**src/design/fe2p_pkg.sv**
```systemverilog
// ----------------------------------------------------------------------------
// fe2p_pkg
// shared types, constants and coefficient table of the exp2 core
// ----------------------------------------------------------------------------
package fe2p_pkg;

  localparam int MANT_BITS = 23;
  localparam int COEF_Q    = 28;
  localparam int COEF_W    = COEF_Q + 1;
  localparam int ACC_W     = COEF_Q + 2;
  localparam int FLOOR_W   = 10;
  localparam int EXP_W     = 11;
  localparam int ROWS      = 4;
  localparam int TERMS     = 6;

  localparam logic [2:0]  DEG_MIN   = 3'd2;
  localparam logic [2:0]  DEG_MAX   = 3'd5;
  localparam logic [2:0]  DEG_RESET = 3'd5;

  localparam logic [7:0]  EXP_SPECIAL = 8'hFF;
  localparam logic [7:0]  EXP_BIG     = 8'd135;
  localparam logic [31:0] INF_BITS    = 32'h7F80_0000;
  localparam logic [31:0] ZERO_BITS   = 32'h0000_0000;
  localparam logic [31:0] QUIET_BIT   = 32'h0040_0000;
  localparam logic signed [EXP_W-1:0] EXP_BIAS = 11'sd127;
  localparam logic signed [EXP_W-1:0] EXP_TOP  = 11'sd255;
  localparam logic signed [EXP_W-1:0] EXP_ZERO = 11'sd0;

  typedef enum logic [1:0] {
    ST_NORMAL = 2'd0,
    ST_OVF    = 2'd1,
    ST_UNF    = 2'd2,
    ST_NAN    = 2'd3
  } status_t;

  // sideband that travels with each item
  typedef struct packed {
    logic                is_special;
    status_t             status;
    logic [31:0]         special_bits;
    logic [FLOOR_W-1:0]  floor_int;
    logic [1:0]          row;
  } side_t;

  localparam logic [63:0] POW5_15 = 64'd30517578125;

  // round(c * 2^28) from c * 10^15
  function automatic logic [COEF_W-1:0] coef_q28(input logic [63:0] dec);
    logic [63:0] q;
    q = (dec * 64'd8192 + POW5_15 / 64'd2) / POW5_15;
    return q[COEF_W-1:0];
  endfunction

  localparam logic [COEF_W-1:0] CZ = '0;

  // one row per degree, leading zeros pad the lower degrees
  localparam logic [COEF_W-1:0] COEF_TAB [ROWS][TERMS] = '{
    '{CZ, CZ, CZ,
      coef_q28(64'd342656060127262), coef_q28(64'd649426903806752),
      coef_q28(64'd1003762902276502)},
    '{CZ, CZ,
      coef_q28(64'd79019886937600), coef_q28(64'd224126229720834),
      coef_q28(64'd696838835969343), coef_q28(64'd999811907929616)},
    '{CZ,
      coef_q28(64'd13676523800069), coef_q28(64'd51666839337489),
      coef_q28(64'd241710331749456), coef_q28(64'd692931257740765),
      coef_q28(64'd1000007286841045)},
    '{coef_q28(64'd1894376824293), coef_q28(64'd8940581738581),
      coef_q28(64'd55876565615224), coef_q28(64'd240131684394877),
      coef_q28(64'd693156778791506), coef_q28(64'd999999769472682)}
  };

endpackage

```
**src/design/fe2p_horner_stage.sv**
```systemverilog
// ----------------------------------------------------------------------------
// fe2p_horner_stage
// one registered horner step: acc = ((acc * f) >> fraction bits) + coef
// ----------------------------------------------------------------------------
module fe2p_horner_stage #(
  parameter int FRACTION_BITS = 24,
  parameter int STAGE         = 1
) (
  input  logic                       clk,
  input  logic                       rst_n,
  input  logic                       up_valid,
  output logic                       up_stall,
  input  logic [fe2p_pkg::ACC_W-1:0] up_acc,
  input  logic [FRACTION_BITS-1:0]   up_frac,
  input  fe2p_pkg::side_t            up_side,
  output logic                       dn_valid,
  input  logic                       dn_stall,
  output logic [fe2p_pkg::ACC_W-1:0] dn_acc,
  output logic [FRACTION_BITS-1:0]   dn_frac,
  output fe2p_pkg::side_t            dn_side
);
  import fe2p_pkg::*;

  localparam int PROD_W = ACC_W + FRACTION_BITS;

  logic              valid_r;
  logic [ACC_W-1:0]  acc_r, acc_nxt;
  logic [FRACTION_BITS-1:0] frac_r;
  side_t             side_r;
  logic [PROD_W-1:0] prod;

  assign up_stall = valid_r && dn_stall;

  always_comb begin
    prod    = PROD_W'(up_acc) * PROD_W'(up_frac);
    acc_nxt = ACC_W'(prod >> FRACTION_BITS) + ACC_W'(COEF_TAB[up_side.row][STAGE]);
  end

  always_ff @(posedge clk) begin
    if (!rst_n) begin
      valid_r <= 1'b0;
    end else if (!up_stall) begin
      valid_r <= up_valid;
    end
  end

  always_ff @(posedge clk) begin
    if (!up_stall) begin
      acc_r  <= acc_nxt;
      frac_r <= up_frac;
      side_r <= up_side;
    end
  end

  assign dn_valid = valid_r;
  assign dn_acc   = acc_r;
  assign dn_frac  = frac_r;
  assign dn_side  = side_r;

endmodule

```
**config.mk**
```make
export PLATFORM = sky130hd
export DESIGN_NAME = fe2p_horner_stage
export DESIGN_NICKNAME = d
export VERILOG_FILES = /design/src/design/fe2p_pkg.sv /design/src/design/fe2p_horner_stage.sv
export SDC_FILE = /design/constraint.sdc
export NUM_CORES = 2
export LEC_CHECK = 0
export CORE_MARGIN = 5
export CORE_UTILIZATION = 45
export CTS_CLUSTER_SIZE = 8
export DETAILED_ROUTE_END_ITERATION = 8
export DONT_BUFFER_PORTS = 1
export PLACE_DENSITY = 0.56
export SYNTH_ARGS = -nofsm -noshare
export SYNTH_HDL_FRONTEND = slang
export SYNTH_SLANG_ARGS = --single-unit
```
**constraint.sdc**
```tcl
create_clock -name clk -period 19.3 [get_ports clk]
set_input_delay 2.895 -clock clk [delete_from_list [all_inputs] [get_ports clk]]
set_output_delay 2.895 -clock clk [all_outputs]
set_load 0.005 [all_outputs]
```
# Word level (Yosys, flattened, before mapping)
# Index checks and enable logic that the tools add are counted.
[totals]
wordCells = 16
register_bits = 102
inputBits = 105
output_inout_bits = 103
[op_classes]
n_reduce_logical = 1
n_mux = 3
n_addsub = 1
bitwise_logic = 1
n_lt_le_gt_ge = 1
mul = 1
[ops]
columns = ["operator", "count"]
rows = [
  ["$bmux 174 s2", 1],
  ["$mux 145", 2],
  ["$mul 30x24->54", 1],
  ["$add 30x29->30", 1],
  ["$ge 3x3->1 const B", 1],
  ["$not 2->3", 1],
  ["$logic_and 1x1->1", 1],
]

# Longest topological paths before layout
[depth]
depth_word = 5
ltp_mapped = 36
depth_no_buf = 34

# Least setup slack after synthesis
# OpenSTA, ideal clock, no wires.
[synth_path]
path_kind = "input -> register"
from = "in up_frac[0]"
to = "reg acc_r[29], in the netlist dn_acc[29], data pin"
cell_stages = 35
arrival_ns = 11.084
path_slack_ns = 7.956
cell_sequence = "clkbuf_1 > clkbuf_1 > and2_1 > fa_1 > fa_1 > inv_1 > fa_1 > fa_1 > inv_1 > fa_1 > fa_1 > inv_1 > fa_1 > inv_1 > ha_1 > buf_2 > a21oi_1 > o21ai_1 > a41o_1 > a31oi_1 > nor4_2 > o21a_1 > or3_1 > a21boi_0 > xnor2_1 > ha_1 > a21oi_1 > nor2b_1 > or2_2 > or3_1 > a21oi_1 > nor2_4 > a41o_1 > a211oi_2 > xnor2_1"
[synth_via]
elab_chain_len = 2
[synth_rtl]
columns = ["element", "line", "rtl"]
rows = [
  ["start, declared", "fe2p_horner_stage.sv:14", "input logic [FRACTION_BITS-1:0] up_frac,"],
  ["$mul 30x24->54", "fe2p_horner_stage.sv:35", "prod = PROD_W'(up_acc) * PROD_W'(up_frac);"],
  ["$add 30x29->30", "fe2p_horner_stage.sv:36", "acc_nxt = ACC_W'(prod >> FRACTION_BITS) + ACC_W'(COEF_TAB[up_side.row][STAGE]);"],
  ["named net acc_nxt[29]", "fe2p_horner_stage.sv:27", "logic [ACC_W-1:0] acc_r, acc_nxt;"],
  ["end signal, assigned", "fe2p_horner_stage.sv:49", "acc_r <= acc_nxt;"],
  ["end, declared", "fe2p_horner_stage.sv:27", ""],
]
# The timed path passes the listed nets, and every way through them passes these cells.
# A chain may end at the register's enable or synchronous reset.

# Worst setup path after layout
# Same ends and word-level chain as after synthesis.

==> results.py <==
metrics = {
    "outcome": {
        "outcome": "complete, no violations",
    },
    "clocking": {
        "cts_tree": "yes",
        "cts_buffer_depth": 2,
        "post_cts_buffers": 0,
        "htree_levels": 3,
        "numCtsBuffers": 9,
        "root_buffer": "clkbuf_16",
        "ctsResizeCount": 0,
        "cts_hold_buf": 0,
        "clock_latency_ns": 0.41,
        "clkTransAtPathRegs_ns": 0.12,
        "cts.sinks": 102,
    },
    "placed_design": {
        "place_ws_ns": 7.139,
        "io_buffers": 0,
        "dp_hpwl_mm": 59.08,
        "place.gp.congestion": 0.8652,
    },
    "final_layout": {
        "drive_above_1_share_pct": 1.832,
        "multiInputGateArea_sq_mm": 0.02112,
        "register_area_sq_mm": 0.003053,
        "final_util_pct": 46.57,
        "n_antenna_cell": 0,
        "synthToLayoutAreaGrowth_pct": 2.717,
        "nNetsFinal": 3688,
        "nFillCells": 5652,
    },
    "timing": {
        "hold_viol": 0,
        "finalSetupViolCount": 0,
        "rsz0062_at_grt": "no",
        "tightest_slew_ns": 0.8704,
        "finalCritPeriodShare_pct": 60.96,
        "max_freq_mhz": 85.00,
        "fin_setup_tns_ns": 0,
        "fin_ws_ns": 7.536,
        "slew_headroom_pct": 41.62,
        "final_max_slew_viol_count": 0,
        "finClkSkew_ns": 0.02991,
        "fin_crit_ns": 11.76,
    },
    "yosys": {
        "yosysSeqAreaShare_pct": 11.18,
        "synth-edff-count": 101,
        "ys.flop_type": "edfxtp_1",
        "yosysWarnings": 0,
        "syn-cell-area_sq_mm": 0.02731,
        "synth_area_per_cell_sq_um": 9.366,
        "async_reset_ff_share_pct": 0,
        "netlist_instances": 2916,
        "synth-seq-cells": 102,
        "syn_nets": 3825,
        "synth.distinct_cells": 78,
    },
    "critical_path": {
        "rr_endpoint": "dn_frac[5]$_DFFE_PN_",
        "arrival_ns": 11.91,
        "cp_slowest_cell": "fa_1",
        "cp_max_fo": 30,
        "slowest_delay_ns": 0.61,
        "r2r_setup_slack_ns": 17.29,
        "required_ns": 19.44,
        "critPathLaunchType": "input pin",
        "critPathKind": "input pin to register",
        "endpoint_kind": "register",
        "cpMostUsedCell": "fa_1",
        "r2r_cells": 2,
        "rr_startpoint": "dn_valid$_SDFFE_PN0N_",
    },
    "floorplan": {
        "ios": 208,
        "die_h_um": 256.4,
        "initial_utilization_pct": 45.34,
        "num_rows": 90,
        "die_w_um": 256.4,
        "core_area_sq_mm": 0.06025,
        "die-area_sq_mm": 0.06572,
    },
    "hold_path": {
        "worstHoldPathCells": 1,
        "hp-class": "register to register",
        "hold_end": "dn_side[18]$_DFFE_PN_",
        "hp-start": "dn_valid$_SDFFE_PN0N_",
    },
    "route": {
        "drt.antenna.violating_nets": 0,
        "dr_total_vias": 18900,
        "via_per_inst": 5.301,
        "wl_per_cell_um": 20.78,
        "wl_mm": 74.10,
        "drc": 0,
        "drt_pre_antenna_iters": 5,
        "drt_iter0_markers": 1041,
    },
    "global_routing": {
        "grt_max_degree": 59,
        "grt_pass1_wl_mm": 121.1,
        "antenna_found_initial": 0,
        "grt_pass1_vias": 21240,
        "grtUsageTotal_pct": 23.33,
        "overflow": 0,
    },
    "job": {
        "maxCapViolations": 0,
    },
}
layer usage:
| metal | GRT usage, % | routed length, um | vias up |
|---|---|---|---|
| li1 | - | - | 8363 |
| met1 | 33.46 | 32900 | 9818 |
| met2 | 37.05 | 34250 | 627 |
| met3 | 4.791 | 5466 | 94 |
| met4 | 5.157 | 1488 | 0 |
| met5 | 0 | 0 | - |
stage by stage:
stage                     instance area, sq um  hold slack, ns  instances
final                                    28050           1.076       3566
after global routing                     28050           1.162       3566
after CTS                                28050           1.153       3566
after detailed placement                 27740           1.162       3550
after global placement                   27740           1.148       3550
after floorplan                          27310           2.634       2916
final cells by class:
class / instances / area share [%]
multi-input combinational: 1978 / 75.28
sequential: 102 / 10.88
inverter: 687 / 9.192
tap: 782 / 3.488
clock buffer: 9 / 0.8028
clock inverter: 7 / 0.3256
timing repair buffer: 1 / 0.02676
how the worst max path moves through the flow:
stage	start	end	slack, ns
2_1_floorplan	up_frac[0]	dn_acc[29]$_DFFE_PN_	7.96
6_report	up_frac[0]	dn_acc[29]$_DFFE_PN_	7.54
4_1_cts	up_frac[0]	dn_acc[29]$_DFFE_PN_	7.53
5_1_grt	up_frac[0]	dn_acc[29]$_DFFE_PN_	7.16
3_3_place_gp	up_frac[0]	dn_acc[29]$_DFFE_PN_	7.21
3_5_place_dp	up_frac[0]	dn_acc[29]$_DFFE_PN_	7.14
cells by family (layout without fill, tap and decap cells):
group                      count (synthesis)  after routing  synth area share (%)
AOI/OAI and AO/OA                        205            205                 5.273
xor gates and xnor gates                  52             52                 1.668
adders and majority gates                804            804                 53.68
buffers and inverters                    836            704                 11.52
DFF                                      102            102                 11.18
muxes                                      4              4                0.1512
and+or+nand+nor                          913            913                 16.53
sequential cells by signal, summed over array words and instances (netlist names):
register and count:
dn_acc 30, dn_frac 24, dn_side 47, dn_valid 1
Yosys cell counts, types with 10 or more instances:
library cell    n  share of area (%)
nand2_1       453                6.2
ha_1          191                8.7
nand3_1        12               0.22
a21o_1         23               0.63
fa_1          613                 45
and2_1        326                7.5
nand4_1        19               0.44
o21ai_0        31               0.57
edfxtp_1      101                 11
nor3_1         15               0.27
xnor2_1        34                1.1
clkbuf_1      144                2.0
o21a_1         10               0.27
a21oi_1        61                1.1
xor2_1         18               0.58
nor2_1         37               0.51
inv_1         686                9.4
critical path, delay by kind of cell:
family | cells | cell delay [ns]
compound gates | 9 | 2.31
xor+xnor | 2 | 0.20
fa+ha+maj | 9 | 4.43
buf+inv | 4 | 0.26
simple gates | 8 | 1.79
placed cells by master, fill, tap and decap left out, types with 18 or more instances in the layout:
master    netlist  final
xor2_1         18     18
nand2_1       453    452
a21oi_1        61     61
and2_1        326    326
nor2_1         37     37
edfxtp_1      101    101
o21ai_0        31     31
ha_1          191    191
fa_1          613    613
a21o_1         23     23
xnor2_1        34     34
inv_1         686    686
nand4_1        19     19
Power is not shown: default switching activity piles up to over one toggle a cycle in this logic, so the estimate is an artifact.
