## src/design/fe2p_pkg.sv

```systemverilog
// ----------------------------------------------------------------------------
// fe2p_pkg
// shared types, constants and coefficient table of the exp2 core
// ----------------------------------------------------------------------------
package fe2p_pkg;

  localparam int MANT_BITS = 23;
  localparam int COEF_Q    = 28;
  localparam int COEF_W    = COEF_Q + 1;
  localparam int ACC_W     = COEF_Q + 2;
  localparam int FLOOR_W   = 10;
  localparam int EXP_W     = 11;
  localparam int ROWS      = 4;
  localparam int TERMS     = 6;

  localparam logic [2:0]  DEG_MIN   = 3'd2;
  localparam logic [2:0]  DEG_MAX   = 3'd5;
  localparam logic [2:0]  DEG_RESET = 3'd5;

  localparam logic [7:0]  EXP_SPECIAL = 8'hFF;
  localparam logic [7:0]  EXP_BIG     = 8'd135;
  localparam logic [31:0] INF_BITS    = 32'h7F80_0000;
  localparam logic [31:0] ZERO_BITS   = 32'h0000_0000;
  localparam logic [31:0] QUIET_BIT   = 32'h0040_0000;
  localparam logic signed [EXP_W-1:0] EXP_BIAS = 11'sd127;
  localparam logic signed [EXP_W-1:0] EXP_TOP  = 11'sd255;
  localparam logic signed [EXP_W-1:0] EXP_ZERO = 11'sd0;

  typedef enum logic [1:0] {
    ST_NORMAL = 2'd0,
    ST_OVF    = 2'd1,
    ST_UNF    = 2'd2,
    ST_NAN    = 2'd3
  } status_t;

  // sideband that travels with each item
  typedef struct packed {
    logic                is_special;
    status_t             status;
    logic [31:0]         special_bits;
    logic [FLOOR_W-1:0]  floor_int;
    logic [1:0]          row;
  } side_t;

  localparam logic [63:0] POW5_15 = 64'd30517578125;

  // round(c * 2^28) from c * 10^15
  function automatic logic [COEF_W-1:0] coef_q28(input logic [63:0] dec);
    logic [63:0] q;
    q = (dec * 64'd8192 + POW5_15 / 64'd2) / POW5_15;
    return q[COEF_W-1:0];
  endfunction

  localparam logic [COEF_W-1:0] CZ = '0;

  // one row per degree, leading zeros pad the lower degrees
  localparam logic [COEF_W-1:0] COEF_TAB [ROWS][TERMS] = '{
    '{CZ, CZ, CZ,
      coef_q28(64'd342656060127262), coef_q28(64'd649426903806752),
      coef_q28(64'd1003762902276502)},
    '{CZ, CZ,
      coef_q28(64'd79019886937600), coef_q28(64'd224126229720834),
      coef_q28(64'd696838835969343), coef_q28(64'd999811907929616)},
    '{CZ,
      coef_q28(64'd13676523800069), coef_q28(64'd51666839337489),
      coef_q28(64'd241710331749456), coef_q28(64'd692931257740765),
      coef_q28(64'd1000007286841045)},
    '{coef_q28(64'd1894376824293), coef_q28(64'd8940581738581),
      coef_q28(64'd55876565615224), coef_q28(64'd240131684394877),
      coef_q28(64'd693156778791506), coef_q28(64'd999999769472682)}
  };

endpackage

```

## src/design/fe2p_pack.sv

```systemverilog
// ----------------------------------------------------------------------------
// fe2p_pack
// normalize the polynomial value, build the exponent, range check, output reg
// ----------------------------------------------------------------------------
module fe2p_pack (
  input  logic                       clk,
  input  logic                       rst_n,
  input  logic                       up_valid,
  output logic                       up_stall,
  input  logic [fe2p_pkg::ACC_W-1:0] up_acc,
  input  fe2p_pkg::side_t            up_side,
  output logic                       out_valid,
  input  logic                       out_stall,
  output logic [31:0]                out_result_bits,
  output logic [1:0]                 out_range_status
);
  import fe2p_pkg::*;

  logic                    valid_r;
  logic [31:0]             bits_r, bits_nxt;
  status_t                 status_r, status_nxt;
  logic signed [EXP_W-1:0] e_base, e_out;
  logic [MANT_BITS-1:0]    mant;

  assign up_stall = valid_r && out_stall;

  always_comb begin
    e_base = EXP_W'($signed(up_side.floor_int)) + EXP_BIAS;
    if (up_acc[COEF_Q+1]) begin
      e_out = e_base + 11'sd1;
      mant  = up_acc[COEF_Q -: MANT_BITS];
    end else if (up_acc[COEF_Q]) begin
      e_out = e_base;
      mant  = up_acc[COEF_Q-1 -: MANT_BITS];
    end else begin
      e_out = e_base - 11'sd1;
      mant  = up_acc[COEF_Q-2 -: MANT_BITS];
    end

    if (up_side.is_special) begin
      bits_nxt   = up_side.special_bits;
      status_nxt = up_side.status;
    end else if (e_out >= EXP_TOP) begin
      bits_nxt   = INF_BITS;
      status_nxt = ST_OVF;
    end else if (e_out <= EXP_ZERO) begin
      bits_nxt   = ZERO_BITS;
      status_nxt = ST_UNF;
    end else begin
      bits_nxt   = {1'b0, e_out[7:0], mant};
      status_nxt = ST_NORMAL;
    end
  end

  always_ff @(posedge clk) begin
    if (!rst_n) begin
      valid_r <= 1'b0;
    end else if (!up_stall) begin
      valid_r <= up_valid;
    end
  end

  always_ff @(posedge clk) begin
    if (!up_stall) begin
      bits_r   <= bits_nxt;
      status_r <= status_nxt;
    end
  end

  assign out_valid        = valid_r;
  assign out_result_bits  = bits_r;
  assign out_range_status = status_r;

endmodule

```

## config.mk

```make
export PLATFORM = sky130hd
export DESIGN_NAME = fe2p_pack
export DESIGN_NICKNAME = d
export VERILOG_FILES = /design/src/design/fe2p_pkg.sv /design/src/design/fe2p_pack.sv
export SDC_FILE = /design/constraint.sdc
export NUM_CORES = 1
export LEC_CHECK = 0
export BUFFER_PORTS_ARGS = -buffer_cell sky130_fd_sc_hd__buf_2
export CAP_MARGIN = 20
export CORE_MARGIN = 2
export CORE_UTILIZATION = 53
export DETAILED_ROUTE_END_ITERATION = 6
export PLACE_DENSITY_LB_ADDON = 0.25
export SYNTH_ARGS = -nofsm -noshare
export SYNTH_HDL_FRONTEND = slang
export SYNTH_SLANG_ARGS = --single-unit
```

## constraint.sdc

```tcl
create_clock -name clk -period 4.51 [get_ports clk]
set_clock_uncertainty 0.15 [all_clocks]
set_input_delay 0 -clock clk [delete_from_list [all_inputs] [get_ports clk]]
set_output_delay 0 -clock clk [all_outputs]
set_load 0.02 [all_outputs]
```

=== Word-level counts from Yosys, hierarchy flattened ===
Cells that the tools add are included.

* Bits in registers: 35
* Logic and storage cells: 19

* Multiplexer cells: 10
* Reduce and logical (&&, ||, !) cells: 1
* Add/subtract/negate cells: 3
* Magnitude comparators: 2

{| class="wikitable"
|+ Operator list
! operator !! count
|-
| two-way mux 31 bit || 2
|-
| two-way mux 23 bit || 2
|-
| two-way mux 32 bit || 1
|-
| two-way mux 11 bit || 2
|-
| adder 10 x 8 -> 11 bit, second input constant || 1
|-
| adder 11 x 2 -> 11 bit, second input constant || 1
|-
| greater-or-equal comparator 11 x 9 -> 1 bit, second input constant || 1
|-
| less-or-equal comparator 11 x 1 -> 1 bit, second input constant || 1
|-
| subtractor 11 x 2 -> 11 bit, second input constant || 1
|-
| two-way mux 2 bit || 3
|-
| logical AND 1 bit || 1
|}

=== Longest topological paths before layout ===
Gate-level depths: netlist of the first run.

* Depth in word-level cells: 8
* Gate-level depth with buffers: 13
* Gate-level depth less buffers: 10

=== Worst setup path after synthesis of the first run ===
OpenSTA, ideal clock, no wires.

* Path kind: input-to-reg
* From: input port up_side[3] (netlist name)
* To: register bits_r[10] (netlist: out_result_bits[10]) (data pin)
* Cell stages on the path: 13
* Data arrival time: 2.616 ns
* Path slack: 1.485 ns
* Required time: 4.101 ns
* Path through: inv_1 > ha_1 > or3b_1 > buf_2 > or2_1 > buf_6 > and2_1 > a22oi_2 > xnor2_1 > or4b_1 > nand2_1 > buf_4 > o31ai_2

* Longest elaborated chain between the ends: 8
* Elaborated cells between the ends (all ways): 10
* Classes of those cells: 3 x add/sub; 2 x order compare; 5 x mux

{| class="wikitable"
|+ RTL lines
! item !! line !! text
|-
| start, declared || fe2p_pack.sv:11 || <nowiki>input fe2p_pkg::side_t up_side,</nowiki>
|-
| adder 10 x 8 -> 11 bit * || fe2p_pack.sv:28 || <nowiki>e_base = EXP_W'($signed(up_side.floor_int)) + EXP_BIAS;</nowiki>
|-
| subtractor 11 x 2 -> 11 bit || fe2p_pack.sv:36 || <nowiki>e_out = e_base - 11'sd1;</nowiki>
|-
| two-way mux 11 bit || fe2p_pack.sv:32 || <nowiki>end else if (up_acc[COEF_Q]) begin</nowiki>
|-
| two-way mux 11 bit * || fe2p_pack.sv:29 || <nowiki>if (up_acc[COEF_Q+1]) begin</nowiki>
|-
| less-or-equal comparator 11 x 1 -> 1 bit || fe2p_pack.sv:46 || <nowiki>end else if (e_out <= EXP_ZERO) begin</nowiki>
|-
| two-way mux 31 bit || fe2p_pack.sv:46 ||
|-
| two-way mux 31 bit * || fe2p_pack.sv:43 || <nowiki>end else if (e_out >= EXP_TOP) begin</nowiki>
|-
| two-way mux 32 bit * || fe2p_pack.sv:40 || <nowiki>if (up_side.is_special) begin</nowiki>
|-
| via bits_nxt[10] || fe2p_pack.sv:20 || <nowiki>logic [31:0] bits_r, bits_nxt;</nowiki>
|-
| end signal, assigned || fe2p_pack.sv:65 || <nowiki>bits_r <= bits_nxt;</nowiki>
|-
| end, declared || fe2p_pack.sv:20 ||
|}

Mark *: on every way through the listed nets, which the timed path passes. The rest lies on a longest branch.
A chain may end at the register's enable or synchronous reset.

=== Worst setup path after layout of the first run ===
* From: input port up_side[2] (netlist name)
* To: register bits_r[3] (netlist: out_result_bits[3]) (data pin)

Same word-level chain as after synthesis.

==> insert_results.sql, run 1 <==
INSERT INTO impl_metrics (metric_group, metric, value, unit) VALUES
('detailed_routing', 'totalWireLength', '7.38', 'mm'),
('logic_synthesis', 'syn_nets', '388', ''),
('hold_path', 'worst_hold_path_type', 'primary input to register', ''),
('pwr', 'power.ir.vdd_worst', '0.000146', 'V'),
('clock_tree', 'cts.repair_timing.setup_buffer_count', '0', ''),
('logic_synthesis', 'ys_top_cells_by_area', 'edfxtp_1 (36%), mux2i_1 (8.8%), o31ai_2 (8.8%)', ''),
('finish', 'antenna-diode-count', '0', ''),
('global_route', 'grt_antenna_before_repair', '0', ''),
('logic_synthesis', 'yosys_register_bits', '35', ''),
('clock_tree', 'numCtsBuffers', '5', ''),
('clock_tree', 'postCtsHoldBufs', '39', ''),
('finish', 'layout-drive-gt1-share', '0.338', ''),
('floorplanning', 'rows', '26', ''),
('logic_synthesis', 'yosys_warnings', '0', ''),
('logic_synthesis', 'area_fraction_of_the_dominant_cell_type_after_synthesis', '0.359', ''),
('setup_path', 'cp_slowest_stage_delay', '580', 'ps'),
('clock_tree', 'cts-root-buf', 'clkbuf_8', ''),
('clock_tree', 'ctsLongestPathBuffers', '2', ''),
('detailed_routing', 'met3_wirelength', '544', 'um'),
('finish', 'final_cells', '508', ''),
('clock_tree', 'cts_tree', 'yes', ''),
('detailed_routing', 'detailroute.wirelength.met2', '3.62', 'mm'),
('logic_synthesis', 'synthMuxAreaShare', '0.0880', ''),
('setup_path', 'setup.worst_path.class', 'primary input to register', ''),
('detailed_routing', 'ant_nets', '0', ''),
('detailed_routing', 'post_drt_wl_per_cell', '14.5', 'um'),
('detailed_routing', 'route.top_layer_used', 'met4', ''),
('placement', 'numPlacedInstances', '461', ''),
('logic_synthesis', 'yosys.cell_types.count', '52', ''),
('clock_tree', 'clk_pin_slew', '80', 'ps'),
('setup_path', 'critPathLaunchType', 'primary input', ''),
('floorplanning', 'chipWidth', '77.3', 'um'),
('global_route', 'global_route_total_usage_across_every_layer', '0.248', ''),
('logic_synthesis', 'post_synth_fa_ha_maj_area_fraction', '0.0220', ''),
('logic_synthesis', 'synth_top_cell_by_area', 'edfxtp_1', ''),
('sta', 'final_hold_fails', '0', ''),
('floorplanning', 'initial_core_util', '0.553', ''),
('logic_synthesis', 'postSynthAreaPerCell', '9.42', 'um^2'),
('detailed_routing', 'route.vias.total', '2778', ''),
('logic_synthesis', 'synth_flop_cell', 'edfxtp_1', ''),
('floorplanning', 'num_io_pins', '117', ''),
('placement', 'post-dp-hpwl', '4.89', 'mm'),
('sta', 'report.final.slew_viol_count', '0', ''),
('setup_path', 'cp_top_family', 'simple AND/OR/NAND/NOR gates', ''),
('sta', 'max_freq', '0.269', 'GHz'),
('setup_path', 'critPathArrivalTime', '3610', 'ps'),
('sta', 'layout_min_cycle_time', '3720', 'ps'),
('logic_synthesis', 'synth_top_family_by_area', 'compound AO/OA/AOI/OAI gates', ''),
('placement', 'dpl_worst_slack', '1020', 'ps'),
('pwr', 'power_per_cell_area', '243', 'mW/mm^2'),
('detailed_routing', 'wl_met1', '3.14', 'mm'),
('logic_synthesis', 'yosys.area_share.xor_xnor', '0.0585', ''),
('logic_synthesis', 'synthesis.instances', '302', ''),
('logic_synthesis', 'count_of_flip_flops_with_a_built_in_enable_after_synthesis', '34', ''),
('logic_synthesis', 'synth-async-reset-ratio', '0', ''),
('status', 'outcome', 'finished clean', ''),
('setup_path', 'critical_path_cell_list', 'buf_2 -> inv_1 -> ha_1 -> or3b_1 -> or2_1 -> and2_1 -> a22oi_2 -> xnor2_1 -> or4b_1 -> nand2_1 -> buf_4 -> o31ai_2 -> dlygate4sd3_1', ''),
('setup_path', 'worstSetupEndpointType', 'register', ''),
('sta', 'min_period_over_period', '0.824', ''),
('detailed_routing', 'dr.first_iter.drc_count', '118', ''),
('global_route', 'global_route_total_overflow', '0', ''),
('setup_path', 'crit_required', '4400', 'ps'),
('setup_path', 'crit_path_buffers_inverters', '4', ''),
('clock_tree', 'cts-htree-levels', '2', ''),
('setup_path', 'crit_slowest_cell', 'or4b_1', ''),
('detailed_routing', 'drt-pass1-iter-count', '4', ''),
('sta', 'setup_repair_after_global_routing_missed_its_margin', 'false', ''),
('sta', 'final_ws_setup', '794', 'ps'),
('detailed_routing', 'drc', '0', ''),
('sta', 'max_slew_headroom_at_the_worst_pin', '0.454', ''),
('finish', 'layout_nets', '523', '');
final timing paths:
| check | slack (ps) | startpoint | to | cells past startpoint |
|---|---|---|---|---|
| worst max-delay path | 790 | up_side[2] | out_result_bits[3] | 13 |
| worst min-delay path | 7 | up_acc[8] | out_result_bits[2] | 3 |
| worst max register to register | 2670 | out_valid | out_valid | 5 |
| worst min register to register | 700 | out_valid | out_result_bits[4] | 2 |
cells by family after synthesis:
family	after synthesis
fa+ha+maj	5
simple gates	103
xor+xnor	19
buf+inv	31
flops	35
mux	25
compound gates	84
flip-flops by register name, indices dropped and copies added (netlist names):
signal,count
out_valid,1
out_result_bits,32
out_range_status,2
per-layer routing:
metal,up-vias,GRT usage
met5,-,0
met4,0,0.0589
met3,8,0.0541
met2,109,0.422
met1,1269,0.323
li1,1392,-
worst min-delay path, stage by stage:
cell     delay [ps]
buf_2           110
a21oi_1          70
o31ai_2         160
where the power goes:
part	internal, mW	switching [mW]
sequential	0.393	0.00742
combinational	0.129	0.182
clock	0.108	0.115
layout make-up:
type	instances	area [um^2]	area share
clock inverter	2	12.5	0.00325
timing repair buffer	153	971	0.252
inverter	6	22.5	0.00584
sequential	35	1040	0.270
clock buffer	6	72.6	0.0188
multi-input combinational	236	1650	0.427
tap	70	87.6	0.0227
stage by stage:
stage	instance area (um^2)	hold slack, ps	utilization	power (mW)
CTS	3850	0.256	0.750	0.938
global route	3850	26.0	0.750	0.981
floorplan	2840	-32.2	-	0.601
global placement	3380	53.3	0.657	0.682
detailed placement	3380	63.8	0.657	0.689
finish	3850	6.68	0.750	0.936
layout by cell type (no fill, tap or decap), types with 2 or more instances in the layout:
cell type	count
inv_1	6
a22oi_1	2
a21oi_1	29
nand3b_1	2
nor2_1	28
a2bb2oi_1	6
edfxtp_1	34
nand4_1	3
nand2b_1	3
and2_1	2
or3_4	2
ha_1	5
nand2_1	35
or3_1	3
nand3_1	5
o31ai_1	3
buf_2	110
dlygate4sd3_1	39
nor3_1	6
o21a_1	2
mux2i_1	25
buf_4	4
xor2_1	7
clkbuf_8	5
nor4_1	4
o31ai_2	20
o21ai_0	10
xnor2_1	12
No activity file was read; power rests on OpenSTA's default activity.
==> run 2, diff against run 1 <==
Settings changed: CORE_UTILIZATION 53 to 49.
Clock period 4.51 ns to 3.7 ns, I/O delays scaled along.
==> run 2 against run 1 <==
  * Clock-buffer cell count did not move
  * Design area grew 4.1%
  * Critical endpoint is now out_result_bits[10]
  * Cell count is 2.4% higher
  * Largest power group unchanged
  * Critical path type unchanged
==> insert_results.sql, run 2 (synthesis results as in run 1) <==
INSERT INTO impl_metrics (metric_group, metric, value, unit) VALUES
('finish', 'area_growth_syn_to_layout', '41.0', '%'),
('sta', 'final_hold_fails', '0', ''),
('setup_path', 'worst-path-max-fanout', '22', ''),
('floorplanning', 'die_area', '0.00643', 'mm^2'),
('clock_tree', 'ctsLongestPathBuffers', '2', ''),
('finish', 'largest_reg_flops', '32', ''),
('pwr', 'power_per_cell_area', '307', 'mW/mm^2'),
('setup_path', 'critPathCapture', 'out_result_bits[10]', ''),
('clock_tree', 'numCtsBuffers', '5', ''),
('setup_path', 'critPathLaunchType', 'primary input', ''),
('setup_path', 'number_of_cell_instances_on_the_worst_register_to_register_path', '4', ''),
('clock_tree', 'cts-htree-levels', '2', ''),
('clock_tree', 'clock_sinks', '35', ''),
('sta', 'actual_slew_at_the_worst_max_slew_pin', '669', 'ps'),
('clock_tree', 'cts.repair_timing.setup_buffer_count', '0', ''),
('detailed_routing', 'ant_nets', '0', ''),
('floorplanning', 'placeableCoreArea', '0.00554', 'mm^2'),
('sta', 'layout_min_cycle_time', '3530', 'ps'),
('detailed_routing', 'route.vias.total', '2788', ''),
('floorplanning', 'initial_core_util', '0.513', ''),
('finish', 'layout_nets', '534', ''),
('global_route', 'via_count_of_the_first_global_routing_pass', '2680', ''),
('clock_tree', 'cts-root-buf', 'clkbuf_8', ''),
('setup_path', 'crit_required', '3700', 'ps'),
('sta', 'finalSetupTns', '0', 'ps'),
('detailed_routing', 'dr.first_iter.drc_count', '158', ''),
('sta', 'max_freq', '0.283', 'GHz'),
('global_route', 'grt_pass1_wl', '12.2', 'mm'),
('setup_path', 'critPathArrivalTime', '3530', 'ps'),
('finish', 'stdcell_area', '0.00401', 'mm^2'),
('pwr', 'power.ir.vdd_worst', '0.000243', 'V'),
('sta', 'max_slew_headroom_at_the_worst_pin', '0.554', ''),
('setup_path', 'critPathLaunch', 'up_side[2]', ''),
('finish', 'post-route-util', '0.724', ''),
('finish', 'antenna-diode-count', '0', ''),
('sta', 'setup-violations-final', '0', ''),
('floorplanning', 'num_io_pins', '117', ''),
('detailed_routing', 'drc', '0', ''),
('finish', 'n_fill_cell', '416', ''),
('flow_run', 'maximum_capacitance_violations', '0', ''),
('global_route', 'global_route_total_overflow', '0', ''),
('placement', 'numPortBuffers', '110', ''),
('hold_path', 'worst_hold_path_type', 'primary input to register', ''),
('pwr', 'power_switching_share', '0.312', ''),
('detailed_routing', 'drt-pass1-iter-count', '4', ''),
('finish', 'layout-drive-gt1-share', '0.342', ''),
('placement', 'post-dp-hpwl', '4.95', 'mm'),
('global_route', 'grt_antenna_before_repair', '0', ''),
('pwr', 'net-switching-power', '0.384', 'mW'),
('detailed_routing', 'post_drt_wl_per_cell', '15.0', 'um'),
('pwr', 'pwr-share-comb', '0.323', ''),
('floorplanning', 'chipHeight', '80.2', 'um'),
('placement', 'placed_area', '0.00341', 'mm^2'),
('pwr', 'internal_power', '0.848', 'mW'),
('setup_path', 'regToRegStartpoint', 'out_valid', ''),
('global_route', 'grt_max_degree', '46', ''),
('clock_tree', 'clk_pin_slew', '80', 'ps'),
('global_route', 'global_route_total_usage_across_every_layer', '0.239', ''),
('floorplanning', 'rows', '27', ''),
('pwr', 'finalPower', '1.23', 'mW'),
('setup_path', 'worst-r2r-setup-slack', '2280', 'ps'),
('setup_path', 'regToRegEndpoint', 'out_valid', ''),
('clock_tree', 'cts_tree', 'yes', ''),
('placement', 'place_congestion', '0.887', ''),
('pwr', 'share_clk_of_total_power', '0.280', ''),
('setup_path', 'worstSetupEndpointType', 'register', ''),
('pwr', 'seqPwrFrac', '0.397', ''),
('detailed_routing', 'totalWireLength', '7.78', 'mm'),
('pwr', 'static-leakage-power', '1.78', 'nW'),
('sta', 'min_period_over_period', '0.954', ''),
('clock_tree', 'clock_latency', '290', 'ps'),
('finish', 'mostFrequentLayoutCell', 'buf_2', ''),
('setup_path', 'setup.worst_path.class', 'primary input to register', ''),
('sta', 'report.final.slew_viol_count', '0', ''),
('status', 'outcome', 'finished clean', ''),
('floorplanning', 'chipWidth', '80.2', 'um'),
('detailed_routing', 'viasPerCell', '5.36', ''),
('finish', 'final_cell_mix', 'buf_2 (110), dlygate4sd3_1 (48), nand2_1 (35)', '');
run 2: through the flow:
step                hold slack, ps  std cells  worst slack (ps)
floorplan                    -32.2        302               675
finish                        3.96        520               169
CTS                          0.435        520              86.5
detailed placement            57.9        465               270
global route                  15.7        520            -0.553
global placement              52.3        465               347
run 2: cell type report:
type,count,area (um^2),area share
multi-input cells,236,1660,0.414
repair buffers,164,1090,0.272
flip-flops and latches,35,1040,0.260
well taps,72,90.1,0.0225
clock buffers,6,72.6,0.0181
clock inverters,1,30.0,0.00749
inverters,6,22.5,0.00562
run 2: worst min-delay path by stage:
stage / slack (ps) / cells past startpoint / endpoint / startpoint
2_1_floorplan: -30 / 1 / out_valid / rst_n
3_3_place_gp: 50 / 2 / out_valid / rst_n
3_5_place_dp: 60 / 2 / out_valid / rst_n
4_1_cts: 0.4 / 3 / out_result_bits[16] / up_acc[22]
5_1_grt: 20 / 3 / out_result_bits[13] / up_acc[19]
6_report: 4 / 3 / out_result_bits[16] / up_acc[22]
run 2: routing by layer:
| layer | GRT usage | share of wire | vias up |
|---|---|---|---|
| li1 | - | - | 1415 |
| met1 | 0.306 | 0.44 | 1276 |
| met2 | 0.422 | 0.50 | 91 |
| met3 | 0.0371 | 0.056 | 6 |
| met4 | 0.0542 | 0.0086 | 0 |
| met5 | 0 | 0 | - |
run 2: power by group through the flow:
stage | logic (mW) | clock network [mW] | registers (mW)
2_1_floorplan | 0.183 | 0 | 0.550
3_3_place_gp | 0.343 | 0 | 0.496
3_5_place_dp | 0.348 | 0 | 0.497
4_1_cts | 0.391 | 0.351 | 0.488
5_1_grt | 0.432 | 0.366 | 0.491
6_report | 0.398 | 0.345 | 0.488
run 2: worst max-delay path, stage by stage:
cell and delay (ps):
buf_2 140, inv_1 120, ha_1 240, or3b_4 440, xnor2_1 180, or4_1 530
nor3_2 170, nor2_1 90, or3_4 430, o2bb2ai_2 140, buf_6 200, o31ai_2 250
dlygate4sd3_1 600
run 2: timing repair:
item / CTS / global route
setup endpoints to repair: 0 / 12
endpoints found under the hold margin: 35 / 0
resized for setup: 0 / 5
hold buffers: 48 / 0
